===== src/hw/rtl/lspe_pkg.sv =====
// Shared types and constants for the LSB stego payload extractor.
// No dependencies; every other file of the block uses this package.
`timescale 1ns / 1ps
`default_nettype none

package lspe_pkg;

   // Result kinds
   localparam logic [1:0] KIND_EXT  = 2'd0;
   localparam logic [1:0] KIND_PAY  = 2'd1;
   localparam logic [1:0] KIND_DONE = 2'd2;
   localparam logic [1:0] KIND_ERR  = 2'd3;

   // Error codes
   localparam logic [1:0] ERR_NONE  = 2'd0;
   localparam logic [1:0] ERR_MAGIC = 2'd1;
   localparam logic [1:0] ERR_EXT   = 2'd2;
   localparam logic [1:0] ERR_TRUNC = 2'd3;

   // Register indexes
   localparam logic [1:0] CSR_MAGIC_WORD   = 2'd0;
   localparam logic [1:0] CSR_MAGIC_LENGTH = 2'd1;
   localparam logic [1:0] CSR_HEADER_SKIP  = 2'd2;

   localparam logic [7:0] HEADER_SKIP_RESET = 8'd54;
   localparam logic [3:0] MAGIC_MAX_CHARS   = 4'd8;

   // Pair queue depth between front and back
   localparam int unsigned QUEUE_DEPTH = 4;

   typedef struct packed {
      logic [7:0] image_byte;
      logic       start_of_image;
      logic       end_of_image;
   } req_type;

   typedef struct packed {
      logic [1:0] kind;
      logic [7:0] decoded_byte;
      logic [1:0] error_code;
      logic       last;
   } rsp_type;

   // Results of one input beat: first always present, second optional
   typedef struct packed {
      logic    two;
      rsp_type first;
      rsp_type second;
   } pair_type;

   typedef struct packed {
      logic [7:0][7:0] magic_word;
      logic [3:0]      magic_length;
      logic [7:0]      header_skip;
   } cfg_type;

endpackage

`default_nettype wire


===== src/hw/rtl/lspe_front.sv =====
// Front end: takes image beats, runs the parse state, packs each beat's results.
// Depends on lspe_pkg.
`timescale 1ns / 1ps
`default_nettype none

module lspe_front #(
   parameter int unsigned MAX_EXT_LEN = 16
) (
   input  wire                logic clock,
   input  wire                logic reset,
   input  lspe_pkg::cfg_type  cfg,
   input  wire                logic req_valid,
   output logic               req_ready,
   input  lspe_pkg::req_type  req_payload,
   output logic               push_valid,
   input  wire                logic push_ready,
   output lspe_pkg::pair_type push_pair
);

   localparam int unsigned EXT_W = $clog2(MAX_EXT_LEN + 1);

   localparam logic [2:0] PH_HEADER = 3'd0;
   localparam logic [2:0] PH_MAGIC  = 3'd1;
   localparam logic [2:0] PH_EXTLEN = 3'd2;
   localparam logic [2:0] PH_EXT    = 3'd3;
   localparam logic [2:0] PH_PLEN   = 3'd4;
   localparam logic [2:0] PH_PAY    = 3'd5;
   localparam logic [2:0] PH_IDLE   = 3'd6;

   logic [2:0]       phase_ff,  phase_in;
   logic [7:0]       skip_ff,   skip_in;
   logic [4:0]       bidx_ff,   bidx_in;
   logic [31:0]      bsh_ff,    bsh_in;
   logic [3:0]       midx_ff,   midx_in;
   logic [EXT_W-1:0] erem_ff,   erem_in;
   logic [31:0]      prem_ff,   prem_in;

   logic             accept;
   logic             consumed;
   logic             need32;
   logic             byte_done;
   logic [5:0]       bidx_inc;
   logic [31:0]      shifted;
   logic [7:0]       b;
   logic [3:0]       mlen_eff;
   logic [3:0]       midx_inc;
   logic [EXT_W-1:0] erem_dec;
   logic [31:0]      prem_dec;
   logic             have0;
   lspe_pkg::rsp_type r0, r1;
   logic             have1;

   assign accept    = req_valid && push_ready;
   assign req_ready = push_ready;
   assign mlen_eff  = (cfg.magic_length > lspe_pkg::MAGIC_MAX_CHARS) ?
                      lspe_pkg::MAGIC_MAX_CHARS : cfg.magic_length;

   always_comb begin
      // start from the live state, or a cleared one on start of image
      if (req_payload.start_of_image) begin
         phase_in = PH_HEADER;
         skip_in  = '0;
         bidx_in  = '0;
         bsh_in   = '0;
         midx_in  = '0;
         erem_in  = '0;
         prem_in  = '0;
      end else begin
         phase_in = phase_ff;
         skip_in  = skip_ff;
         bidx_in  = bidx_ff;
         bsh_in   = bsh_ff;
         midx_in  = midx_ff;
         erem_in  = erem_ff;
         prem_in  = prem_ff;
      end

      consumed  = 1'b0;
      have0     = 1'b0;
      have1     = 1'b0;
      r0        = '0;
      r1        = '0;
      need32    = 1'b0;
      byte_done = 1'b0;
      bidx_inc  = '0;
      shifted   = '0;
      b         = '0;
      midx_inc  = '0;
      erem_dec  = '0;
      prem_dec  = '0;

      if (phase_in == PH_HEADER) begin
         if (skip_in < cfg.header_skip) begin
            skip_in  = skip_in + 8'd1;
            consumed = 1'b1;
         end else begin
            phase_in = (mlen_eff != 4'd0) ? PH_MAGIC : PH_EXTLEN;
         end
      end

      if (!consumed && phase_in >= PH_MAGIC && phase_in <= PH_PAY) begin
         need32    = (phase_in == PH_EXTLEN) || (phase_in == PH_PLEN);
         shifted   = bsh_in | (32'(req_payload.image_byte[0]) << bidx_in);
         bidx_inc  = {1'b0, bidx_in} + 6'd1;
         byte_done = need32 ? (bidx_inc >= 6'd32) : (bidx_inc >= 6'd8);
         b         = shifted[7:0];
         if (!byte_done) begin
            bidx_in = bidx_inc[4:0];
            bsh_in  = shifted;
         end else begin
            bidx_in = '0;
            bsh_in  = '0;
            unique case (phase_in)
               PH_MAGIC: begin
                  if (b != cfg.magic_word[midx_in[2:0]]) begin
                     have0    = 1'b1;
                     r0       = '{lspe_pkg::KIND_ERR, 8'd0, lspe_pkg::ERR_MAGIC, 1'b1};
                     phase_in = PH_IDLE;
                  end else begin
                     midx_inc = midx_in + 4'd1;
                     midx_in  = midx_inc;
                     if (midx_inc >= mlen_eff) phase_in = PH_EXTLEN;
                  end
               end
               PH_EXTLEN: begin
                  if (shifted > 32'(MAX_EXT_LEN)) begin
                     have0    = 1'b1;
                     r0       = '{lspe_pkg::KIND_ERR, 8'd0, lspe_pkg::ERR_EXT, 1'b1};
                     phase_in = PH_IDLE;
                  end else begin
                     erem_in  = shifted[EXT_W-1:0];
                     phase_in = (shifted != 32'd0) ? PH_EXT : PH_PLEN;
                  end
               end
               PH_EXT: begin
                  have0    = 1'b1;
                  r0       = '{lspe_pkg::KIND_EXT, b, lspe_pkg::ERR_NONE, 1'b0};
                  erem_dec = (erem_in != '0) ? erem_in - EXT_W'(1) : erem_in;
                  erem_in  = erem_dec;
                  if (erem_dec == '0) phase_in = PH_PLEN;
               end
               PH_PLEN: begin
                  prem_in = shifted;
                  if (shifted == 32'd0) begin
                     have0    = 1'b1;
                     r0       = '{lspe_pkg::KIND_DONE, 8'd0, lspe_pkg::ERR_NONE, 1'b1};
                     phase_in = PH_IDLE;
                  end else begin
                     phase_in = PH_PAY;
                  end
               end
               default: begin
                  have0    = 1'b1;
                  r0       = '{lspe_pkg::KIND_PAY, b, lspe_pkg::ERR_NONE,
                               (prem_in <= 32'd1)};
                  prem_dec = (prem_in != 32'd0) ? prem_in - 32'd1 : prem_in;
                  prem_in  = prem_dec;
                  if (prem_dec == 32'd0) phase_in = PH_IDLE;
               end
            endcase
         end
      end

      // truncated image: append after whatever this beat produced
      if (req_payload.end_of_image && phase_in != PH_IDLE) begin
         if (have0) begin
            have1 = 1'b1;
            r1    = '{lspe_pkg::KIND_ERR, 8'd0, lspe_pkg::ERR_TRUNC, 1'b1};
         end else begin
            have0 = 1'b1;
            r0    = '{lspe_pkg::KIND_ERR, 8'd0, lspe_pkg::ERR_TRUNC, 1'b1};
         end
         phase_in = PH_IDLE;
      end
   end

   assign push_valid      = accept && have0;
   assign push_pair.two   = have1;
   assign push_pair.first = r0;
   assign push_pair.second = r1;

   always_ff @(posedge clock) begin
      if (reset) begin
         phase_ff <= PH_HEADER;
         skip_ff  <= '0;
         bidx_ff  <= '0;
         bsh_ff   <= '0;
         midx_ff  <= '0;
         erem_ff  <= '0;
         prem_ff  <= '0;
      end else if (accept) begin
         phase_ff <= phase_in;
         skip_ff  <= skip_in;
         bidx_ff  <= bidx_in;
         bsh_ff   <= bsh_in;
         midx_ff  <= midx_in;
         erem_ff  <= erem_in;
         prem_ff  <= prem_in;
      end
   end

   a_second_is_trunc: assert property (@(posedge clock) disable iff (reset)
      push_valid && push_pair.two |->
         push_pair.second.kind == lspe_pkg::KIND_ERR &&
         push_pair.second.error_code == lspe_pkg::ERR_TRUNC)
      else $error("second result of a beat is not a truncation error");

   a_last_goes_idle: assert property (@(posedge clock) disable iff (reset)
      push_valid && (push_pair.two ? push_pair.second.last : push_pair.first.last)
         |=> phase_ff == PH_IDLE)
      else $error("parser not idle after a final result");

endmodule

`default_nettype wire


===== src/hw/rtl/lspe_queue.sv =====
// Short FIFO of result pairs between the front end and the output stage.
// Depends on lspe_pkg.
`timescale 1ns / 1ps
`default_nettype none

module lspe_queue (
   input  wire                logic clock,
   input  wire                logic reset,
   input  wire                logic push,
   output logic               in_ready,
   input  lspe_pkg::pair_type in_pair,
   input  wire                logic pop,
   output logic               out_valid,
   output lspe_pkg::pair_type out_pair
);

   localparam int unsigned DEPTH = lspe_pkg::QUEUE_DEPTH;
   localparam int unsigned PTR_W = $clog2(DEPTH);
   localparam int unsigned CNT_W = $clog2(DEPTH + 1);

   lspe_pkg::pair_type slot_ff [DEPTH];
   logic [PTR_W-1:0]   wr_ptr_ff, wr_ptr_in;
   logic [PTR_W-1:0]   rd_ptr_ff, rd_ptr_in;
   logic [CNT_W-1:0]   count_ff,  count_in;

   assign in_ready  = (count_ff != CNT_W'(DEPTH));
   assign out_valid = (count_ff != '0);
   assign out_pair  = slot_ff[rd_ptr_ff];

   always_comb begin
      wr_ptr_in = wr_ptr_ff;
      rd_ptr_in = rd_ptr_ff;
      count_in  = count_ff;
      if (push) wr_ptr_in = (wr_ptr_ff == PTR_W'(DEPTH - 1)) ? '0 : wr_ptr_ff + PTR_W'(1);
      if (pop)  rd_ptr_in = (rd_ptr_ff == PTR_W'(DEPTH - 1)) ? '0 : rd_ptr_ff + PTR_W'(1);
      if (push && !pop)      count_in = count_ff + CNT_W'(1);
      else if (pop && !push) count_in = count_ff - CNT_W'(1);
   end

   always_ff @(posedge clock) begin
      if (push) slot_ff[wr_ptr_ff] <= in_pair;
   end

   always_ff @(posedge clock) begin
      if (reset) begin
         wr_ptr_ff <= '0;
         rd_ptr_ff <= '0;
         count_ff  <= '0;
      end else begin
         wr_ptr_ff <= wr_ptr_in;
         rd_ptr_ff <= rd_ptr_in;
         count_ff  <= count_in;
      end
   end

   a_count_tracks: assert property (@(posedge clock) disable iff (reset)
      push && !pop |=> count_ff == $past(count_ff) + CNT_W'(1))
      else $error("queue count lost a push");

endmodule

`default_nettype wire


===== src/hw/rtl/lspe_back.sv =====
// Output stage: unpacks result pairs into single response beats.
// Depends on lspe_pkg.
`timescale 1ns / 1ps
`default_nettype none

module lspe_back (
   input  wire                logic clock,
   input  wire                logic reset,
   input  wire                logic q_valid,
   input  lspe_pkg::pair_type q_pair,
   output logic               q_pop,
   output logic               rsp_valid,
   input  wire                logic rsp_ready,
   output lspe_pkg::rsp_type  rsp_payload
);

   lspe_pkg::pair_type cur_ff, cur_in;
   logic               cur_valid_ff, cur_valid_in;
   logic               sel_ff, sel_in;
   logic               take;
   logic               finish;
   logic               load;

   assign take        = rsp_valid && rsp_ready;
   assign finish      = take && (sel_ff || !cur_ff.two);
   assign load        = !cur_valid_ff || finish;
   assign q_pop       = load && q_valid;
   assign rsp_valid   = cur_valid_ff;
   assign rsp_payload = sel_ff ? cur_ff.second : cur_ff.first;

   always_comb begin
      cur_in       = cur_ff;
      cur_valid_in = cur_valid_ff;
      sel_in       = sel_ff;
      if (load) begin
         cur_in       = q_pair;
         cur_valid_in = q_valid;
         sel_in       = 1'b0;
      end else if (take) begin
         // advance to the second result of the pair
         sel_in = 1'b1;
      end
   end

   always_ff @(posedge clock) begin
      cur_ff <= cur_in;
   end

   always_ff @(posedge clock) begin
      if (reset) begin
         cur_valid_ff <= 1'b0;
         sel_ff       <= 1'b0;
      end else begin
         cur_valid_ff <= cur_valid_in;
         sel_ff       <= sel_in;
      end
   end

   a_sel_needs_two: assert property (@(posedge clock) disable iff (reset)
      sel_ff |-> cur_valid_ff && cur_ff.two)
      else $error("second result selected from a single-result pair");

endmodule

`default_nettype wire


===== src/hw/rtl/lsb_stego_payload_extractor.sv =====
// LSB stego payload extractor, top level: CSRs, front end, pair queue, output stage.
// Depends on lspe_pkg, lspe_front, lspe_queue and lspe_back.
//
// Usage:
//   req_*  carries carrier image beats (one byte each, start/end of image flags).
//   rsp_*  carries decoded beats: extension bytes, payload bytes, a done marker
//          for an empty payload, or an error (magic mismatch, extension too
//          long, truncated image). last marks the final beat of an image.
//   csr_*  writes magic_word, magic_length and header_skip; write only while
//          the block is idle. Writes take effect on the next beat.
// Timing:
//   One input beat is taken per cycle while req_ready is high. The front end
//   parses a beat in the cycle it is taken and files its results as one pair in
//   a four-entry queue; the output stage loads the pair into its own register
//   when it is free, and rsp_valid for the first result comes from that
//   register. The output stage sends one result beat per cycle while rsp_ready
//   is high, so a beat with two results (a byte plus the truncation error)
//   holds the output stage for both result beats.
// Reset: parse state goes back to header skip, magic_word and magic_length to
//   zero, header_skip to 54; queue and output stage empty.
// Stall: when rsp_ready is low the output stage holds its beat and the queue
//   fills; req_ready drops once all four pair slots are taken.
`timescale 1ns / 1ps
`default_nettype none

module lsb_stego_payload_extractor #(
   parameter int unsigned MAX_EXT_LEN = 16
) (
   input  wire               logic        clock,
   input  wire               logic        reset,
   input  wire               logic        req_valid,
   output logic              req_ready,
   input  lspe_pkg::req_type req_payload,
   output logic              rsp_valid,
   input  wire               logic        rsp_ready,
   output lspe_pkg::rsp_type rsp_payload,
   input  wire               logic        csr_we,
   input  wire               logic [1:0]  csr_index,
   input  wire               logic [63:0] csr_wdata
);

   lspe_pkg::cfg_type  cfg_ff, cfg_in;
   logic               push_valid;
   logic               push_ready;
   lspe_pkg::pair_type push_pair;
   logic               q_valid;
   logic               q_pop;
   lspe_pkg::pair_type q_pair;

   // Register file: index beyond the list is dropped
   always_comb begin
      cfg_in = cfg_ff;
      if (csr_we) begin
         unique case (csr_index)
            lspe_pkg::CSR_MAGIC_WORD:   cfg_in.magic_word   = csr_wdata;
            lspe_pkg::CSR_MAGIC_LENGTH: cfg_in.magic_length = csr_wdata[3:0];
            lspe_pkg::CSR_HEADER_SKIP:  cfg_in.header_skip  = csr_wdata[7:0];
            default: ;
         endcase
      end
   end

   always_ff @(posedge clock) begin
      if (reset) begin
         cfg_ff.magic_word   <= '0;
         cfg_ff.magic_length <= '0;
         cfg_ff.header_skip  <= lspe_pkg::HEADER_SKIP_RESET;
      end else begin
         cfg_ff <= cfg_in;
      end
   end

   // Front end: parse one beat per cycle while the queue has room, push its results as one pair
   lspe_front #(
      .MAX_EXT_LEN (MAX_EXT_LEN)
   ) u_front (
      .clock       (clock),
      .reset       (reset),
      .cfg         (cfg_ff),
      .req_valid   (req_valid),
      .req_ready   (req_ready),
      .req_payload (req_payload),
      .push_valid  (push_valid),
      .push_ready  (push_ready),
      .push_pair   (push_pair)
   );

   // Decouple parsing from the response stall
   lspe_queue u_queue (
      .clock     (clock),
      .reset     (reset),
      .push      (push_valid),
      .in_ready  (push_ready),
      .in_pair   (push_pair),
      .pop       (q_pop),
      .out_valid (q_valid),
      .out_pair  (q_pair)
   );

   // Output stage: one response beat per cycle while rsp_ready is high
   lspe_back u_back (
      .clock       (clock),
      .reset       (reset),
      .q_valid     (q_valid),
      .q_pair      (q_pair),
      .q_pop       (q_pop),
      .rsp_valid   (rsp_valid),
      .rsp_ready   (rsp_ready),
      .rsp_payload (rsp_payload)
   );

endmodule

`default_nettype wire

===== config.mk =====
export PLATFORM = sky130hd
export DESIGN_NAME = lsb_stego_payload_extractor
export DESIGN_NICKNAME = d
export VERILOG_FILES = /design/src/hw/rtl/lspe_pkg.sv /design/src/hw/rtl/lspe_front.sv /design/src/hw/rtl/lspe_queue.sv /design/src/hw/rtl/lspe_back.sv /design/src/hw/rtl/lsb_stego_payload_extractor.sv
export SDC_FILE = /design/constraint.sdc
export NUM_CORES = 1
export LEC_CHECK = 0
export BUFFER_PORTS_ARGS = -buffer_cell sky130_fd_sc_hd__buf_2
export CORE_MARGIN = 5
export CORE_UTILIZATION = 56
export DETAILED_ROUTE_END_ITERATION = 7
export HOLD_SLACK_MARGIN = 0.02
export PLACE_DENSITY = 0.77
export SYNTH_ARGS = -nofsm -noshare
export SYNTH_HDL_FRONTEND = slang
export SYNTH_HIERARCHICAL = 1
export SYNTH_SLANG_ARGS = --single-unit

===== constraint.sdc =====
create_clock -name clock -period 23.1 [get_ports clock]
set_input_delay 4.62 -clock clock [delete_from_list [all_inputs] [get_ports clock]]
set_output_delay 4.62 -clock clock [all_outputs]
set_load 0.02 [all_outputs]

# Word-level counts from Yosys, hierarchy flattened
# Memories as Yosys holds them, arrays and structs flattened. A register that Yosys moved wholly into a read port is not among the register bits.
# Cells that the tools add are included.
totals:
  wordCells: 161
  ram_bits: 108
  output_inout_bits: 15
  ff_bits: 174
  n_memories: 1
mem_list:
  columns: ["name", "depth", "word_bits", "rd", "rd_ports_with_merged_regs", "write_ports", "line", "rtl"]
  rows:
  - ["u_queue.slot_ff", 4, 27, 1, 1, 1, "lspe_queue.sv:21", "lspe_pkg::pair_type slot_ff [DEPTH];"]
classes:
  n_eq_ne: 11
  bitwise_logic: 1
  mux: 72
  reduce_logical: 34
  order_cmp: 10
  n_addsub: 9
  shift: 1
ops:
  columns: ["operator", "count"]
  rows:
  - ["two-way mux 32 bit", 7]
  - ["two-way mux 13 bit", 10]
  - ["logical NOT 32 bit", 2]
  - ["case mux 32 bit (2 select lines)", 1]
  - ["nonzero test 32 bit", 2]
  - ["case mux 13 bit (4 select lines)", 1]
  - ["two-way mux 3 bit", 14]
  - ["two-way mux 5 bit", 8]
  - ["> comparator 32 x 5 -> 1 bit (second input constant)", 1]
  - ["<= comparator 32 x 1 -> 1 bit (second input constant)", 1]
  - ["two-way mux 8 bit", 4]
  - ["OR 32 bit", 1]
  - ["left shift 1 x 5 -> 32 bit", 1]
  - ["subtractor 32 x 1 -> 32 bit (second input constant)", 1]
  - ["binary-select mux 8 bit (select 3 bit)", 1]
  - ["two-way mux 4 bit", 6]
  - ["two-way mux 1 bit", 13]
  - ["case mux 3 bit (4 select lines)", 1]
  - ["logical AND 1 bit", 10]
  - ["case mux 5 bit (2 select lines)", 1]
  - ["adder 8 x 1 -> 8 bit (second input constant)", 1]
  - ["less-than comparator 8 bit", 1]
  - ["two-way mux 2 bit", 4]
  - ["inequality test 8 bit", 1]
  - ["other kinds (32)", 45]

# Depth between registers and ports, before layout
depth:
  depth_word: 19
  depth_mapped: 28
  depth_no_buf: 18

# Cells and area by module
# The synthesis kept the hierarchy.
by_module_without_submodules:
  columns: ["mod", "seq_area_each_um2", "n_inst", "area_per_inst_um2", "cells_per_inst"]
  rows:
  - ["lspe_front", 1781.7, 1, 7913.8, 1139]
  - ["lspe_queue", 3423.3, 1, 4385.5, 186]
  - ["lsb_stego_payload_extractor", 1521.5, 1, 3374.5, 327]
  - ["lspe_back", 850.8, 1, 1122.3, 53]

# Worst setup path after synthesis
# No wires, ideal clock.
synth_path:
  path_type: "input to register"
  from: "in req_payload[1] (netlist name)"
  to: "reg u_queue.count_ff[2]"
  arrival_ns: 10.730
  setup_ns: 0.070
  required_time_ns: 23.030
  path_stages: 26
  setup_slack_ns: 12.300
  path_buffers: 10
  path_cell_list: "clkbuf_1 buf_2 buf_2 buf_2 buf_1 clkbuf_1 clkbuf_1 clkbuf_1 buf_1 buf_1 nor2b_1 ha_1 nand2_1 o21ai_0 o21bai_1 a2bb2oi_1 nand2_1 a41oi_1 o21ai_0 a21oi_1 ha_1 inv_1 fa_1 xor2_1 or3_1 a21oi_1"
synth_via:
  elab_chain_cells: 16
synth_lines:
  columns: ["item", "line", "rtl"]
  rows:
  - ["from (decl)", "lsb_stego_payload_extractor.sv:33", "input lspe_pkg::req_type req_payload,"]
  - ["parallel branches: the longest is 11 deep, another holds subtractor 32 x 1 -> 32 bit", null, null]
  - ["two-way mux 1 bit *", "lspe_front.sv:165", "if (req_payload.end_of_image && phase_in != PH_IDLE) begin"]
  - ["logical AND 1 bit *", "lspe_front.sv:177", "assign push_valid = accept && have0;"]
  - ["net push_valid", "lsb_stego_payload_extractor.sv:43", "logic push_valid;"]
  - ["logical NOT 1 bit", "lspe_queue.sv:37", "else if (pop && !push) count_in = count_ff - CNT_W'(1);"]
  - ["logical AND 1 bit", "lspe_queue.sv:37", null]
  - ["nonzero test 2 bit (no source line)", null, null]
  - ["to (signal assigned)", "lspe_queue.sv:52", "count_ff <= count_in;"]
  - ["to (decl)", "lspe_queue.sv:24", "logic [CNT_W-1:0] count_ff, count_in;"]
# Mark *: on every way through the listed nets, which the timed path passes. The select of a mux whose other input is x is not followed.
# A chain may end at the register's enable or synchronous reset.

# Worst setup path in the final report
# Ends and elaborated chain as after synthesis.

==> tab_implementation.tex <==
\begin{tabular}{lr}
\hline
Metric & Value \\
\hline
\multicolumn{2}{l}{\textbf{Logic synthesis}} \\
\quad Asr flop ratio synth & 0\% \\
\quad Top FF cell, synth & sky130\_fd\_sc\_hd\_\_dfxtp\_1 \\
\quad Synthesized area divided by synthesized cell count & 9.85 um2 \\
\quad Number of enable flip-flop cells after synthesis & 135 \\
\quad Flip-flop and latch count after synthesis & 311 \\
\quad Synthesized cell area & 16800 um2 \\
\quad Ys Warns & 6 \\
\quad Seq/Total Area, Yosys & 45.1\% \\
\quad Number of standard cells after synthesis & 1705 \\
\quad Number of library cell types mapped by synthesis & 93 \\
\multicolumn{2}{l}{\textbf{GRT}} \\
\quad Total GRT Usage & 24.6\% \\
\quad Peak-usage layer in the global routing report & met2 \\
\quad Global-route wire length before repair & 68100 um \\
\quad Antenna violations before repair & 1 \\
\quad Total overflow reported by the global router & 0 \\
\quad Fraction of met2 tracks used by global routing & 38.9\% \\
\quad Met1 global-route usage & 35.4\% \\
\quad Maximum number of pins on one net before global-route repair & 143 \\
\quad Grt met3 use & 4.13\% \\
\quad Number of global-route vias before repair & 12600 \\
\multicolumn{2}{l}{\textbf{Hold path}} \\
\quad HP Class & flop to flop \\
\multicolumn{2}{l}{\textbf{Floorplanning}} \\
\quad Die width & 183 um \\
\quad Area of the die & 33600 um2 \\
\quad Boundary pin count & 96 \\
\quad Effective utilization at floorplan & 56.7\% \\
\quad Area inside the core boundary & 29600 um2 \\
\quad FP Rows & 63 \\
\quad Die boundary height & 183 um \\
\multicolumn{2}{l}{\textbf{Timing}} \\
\quad Final hold viol count & 0 \\
\quad Slew at the pin with the worst max-slew slack & 1360 ps \\
\quad Setup repair after global routing missed its margin & false \\
\quad Setup\_tns & 0 ps \\
\quad Period utilization & 43.4\% \\
\quad Max Freq & 99.9 MHz \\
\quad Total count of max-transition violations in the final report & 0 \\
\quad Endpoints failing setup & 0 \\
\quad Worst hold slack & 475 ps \\
\quad Final min period & 10020 ps \\
\quad Max Clock Skew & 19.7 ps \\
\quad Relative slew slack & 9.01\% \\
\multicolumn{2}{l}{\textbf{Layout}} \\
\quad Post-route design area & 18400 um2 \\
\quad Layout Area Growth over Synthesis & 9.33\% \\
\quad Fraction of final layout cells sized beyond drive strength 1 & 13.9\% \\
\quad Most frequent cells in the layout & 187 x sky130\_fd\_sc\_hd\_\_nor2\_1, 176 x sky130\_fd\_sc\_hd\_\_dfxtp\_1, 150 x sky130\_fd\_sc\_hd\_\_nand2b\_1, 135 x sky130\_fd\_sc\_hd\_\_edfxtp\_1, 112 x sky130\_fd\_sc\_hd\_\_nand2\_1 \\
\quad Non-filler cells in the finished layout & 2137 \\
\quad Leading cell type in the layout, fill and taps excluded & sky130\_fd\_sc\_hd\_\_nor2\_1 \\
\quad Diodes inserted & 0 \\
\quad Area of the multi-input gates & 8410 um2 \\
\quad Layout fillers & 2450 \\
\quad Net total in the final layout & 1827 \\
\quad Area taken by flip-flops and latches & 7580 um2 \\
\multicolumn{2}{l}{\textbf{Run status}} \\
\quad Outcome & finished clean \\
\multicolumn{2}{l}{\textbf{Critical path}} \\
\quad Endpoint class of the critical path & flop \\
\quad Required @ worst endpoint & 23540 ps \\
\quad Peak fanout along the critical path & 51 \\
\quad Data arrival time of the worst path & 10450 ps \\
\quad Worst Path Class, Setup & input pin to flop \\
\quad Kind of start point of the critical path & input pin \\
\multicolumn{2}{l}{\textbf{CTS}} \\
\quad Cts bufs inserted & 35 \\
\quad Post-CTS sizing & 0 \\
\quad Clock tree from TritonCTS & done \\
\quad Number of buffers inserted by post-CTS setup repair & 0 \\
\quad Clock latency reported for the late side of the worst-skew pair & 520 ps \\
\quad Clock root buffer & sky130\_fd\_sc\_hd\_\_clkbuf\_16 \\
\quad Sink count of the clock tree & 311 \\
\quad Number of hold buffers added after CTS & 0 \\
\quad H-tree levels & 2 \\
\quad Maximum buffer depth of the clock tree & 3 \\
\quad CTS clock-pin slew for the worst setup and hold paths & 60 ps \\
\multicolumn{2}{l}{\textbf{Placement}} \\
\quad Routability-driven placement congestion ratio & 0.933 \\
\quad IO buf count & 88 \\
\quad Placed standard-cell area & 17200 um2 \\
\quad Total instance count after detailed placement & 2074 \\
\quad Half-perimeter wire length after placement & 27900 um \\
\multicolumn{2}{l}{\textbf{Power}} \\
\quad Peak ir drop on the vdd network & 0.0606 mV \\
\quad Total power divided by cell area & 79.0 nW/um2 \\
\quad Standby leakage power & 6.66 nW \\
\quad Power consumption & 1.45 mW \\
\multicolumn{2}{l}{\textbf{Drt}} \\
\quad Number of iterations in the first detailed-routing pass & 6 \\
\quad Final Routed Wirelength & 42000 um \\
\quad Number of design-rule violations left by the first detailed-router iteration & 1412 \\
\quad DRC Markers & 0 \\
\quad Antenna Violating Nets Remaining & 0 \\
\quad Detailed-route via count & 13294 \\
\quad Average wire per standard cell & 19.7 um \\
\quad Per-cell via count in the routed design & 6.22 \\
\multicolumn{2}{l}{\textbf{Flow run}} \\
\quad Max Cap Violations & 0 \\
\hline
\end{tabular}
critical path: stages:
cell,delay [ps]
sky130_fd_sc_hd__buf_4,420
sky130_fd_sc_hd__buf_4,470
sky130_fd_sc_hd__nor2b_1,140
sky130_fd_sc_hd__ha_1,320
sky130_fd_sc_hd__a21oi_1,60
sky130_fd_sc_hd__o21ai_0,570
sky130_fd_sc_hd__o21bai_1,270
sky130_fd_sc_hd__a2bb2oi_1,570
sky130_fd_sc_hd__nand2_1,330
sky130_fd_sc_hd__a41oi_1,550
sky130_fd_sc_hd__o21ai_0,150
sky130_fd_sc_hd__a21oi_1,560
sky130_fd_sc_hd__ha_1,300
sky130_fd_sc_hd__inv_1,60
sky130_fd_sc_hd__fa_1,380
sky130_fd_sc_hd__xor2_1,180
sky130_fd_sc_hd__or3_1,300
sky130_fd_sc_hd__a21oi_1,140
flip-flops by register name (all words and copies together) (netlist names), named ones only:
register           cells
u_front/prem_ff       32
u_back/rsp_valid       1
u_front/erem_ff        5
u_queue/wr_ptr_ff      2
u_front/bidx_ff        5
u_queue/count_ff       3
u_front/skip_ff        8
u_back/cur_ff         27
u_back/sel_ff          1
u_front/phase_ff       3
cfg_ff                76
u_front/midx_ff        4
u_queue/slot_ff      108
u_queue/rd_ptr_ff      2
u_front/bsh_ff        32
worst paths after layout:
| path | from | end | slack [ps] | depth (start not counted) |
|---|---|---|---|---|
| worst max-delay path | req_payload[1] | u_queue/count_ff[2]$_SDFFE_PP0P_ | 13090 | 18 |
| worst min-delay path | cfg_ff[33]$_SDFFE_PP0P_ | cfg_ff[33]$_SDFFE_PP0P_ | 470 | 2 |
| worst max register to register | u_front/bidx_ff[3]$_SDFFE_PP0P_ | u_queue/count_ff[2]$_SDFFE_PP0P_ | 17400 | 14 |
| worst min register to register | cfg_ff[33]$_SDFFE_PP0P_ | cfg_ff[33]$_SDFFE_PP0P_ | 470 | 2 |
power breakdown:
group          internal (mW)  switching [mW]  leakage (nW)
Clock                  0.323           0.222         0.568
Sequential             0.629          0.0232          2.71
Combinational          0.108           0.146          3.39
logic make-up (layout without fill, tap and decap cells):
family | Yosys count | in the layout | share of synthesized area, %
and+or+nand+nor | 673 | 673 | 21.1
AOI/OAI and AO/OA | 360 | 360 | 14.4
DFF | 311 | 311 | 45.1
buffers and inverters | 170 | 205 | 5.07
muxes | 137 | 137 | 10.9
xor gates and xnor gates | 28 | 28 | 1.46
adders and majority gates | 25 | 25 | 1.91
other | 1 | 8 | 0.0223
through the flow:
| stage | setup WS (ps) | utilization, % |
|---|---|---|
| 2_1_floorplan | 12300 | - |
| 3_3_place_gp | 12720 | 58.1 |
| 3_5_place_dp | 12570 | 58.1 |
| 4_1_cts | 13070 | 61.9 |
| 5_1_grt | 12580 | 62.0 |
| 6_report | 13090 | 62.0 |
Yosys cell counts, drive strengths merged (13+ instances only):
library cell,instances,share of area [%]
o21ai,73,2.2
nand3,26,0.77
nor3,34,1.0
buf,52,2.4
nand2,112,2.5
and2,14,0.52
nor2b,32,1.2
a31oi,17,0.63
clkbuf,88,2.0
nor2,189,4.2
nor4,25,1.1
edfxtp,135,24
xnor2,16,0.83
mux2,20,1.5
mux4,30,4.2
inv,29,0.65
a22oi,61,2.7
nand2b,150,5.6
dfxtp,176,21
ha,24,1.8
a21oi,81,2.4
a32oi,13,0.68
mux2i,87,5.2
area by class of cell:
type,count,share of cell area (%)
tap,390,2.66
sequential,311,41.3
inverter,30,0.613
timing repair buffer,112,3.43
multi-input combinational,1231,45.8
clock buffer,44,5.29
clock inverter,19,0.933
layer usage:
layer / vias to the layer above / part of all wire, %
met5: - / 0.019
met4: 2 / 2.8
met3: 114 / 7.6
met2: 564 / 46
met1: 6357 / 44
li1: 6257 / -
Note: power is estimated with default switching activity, not from simulation.
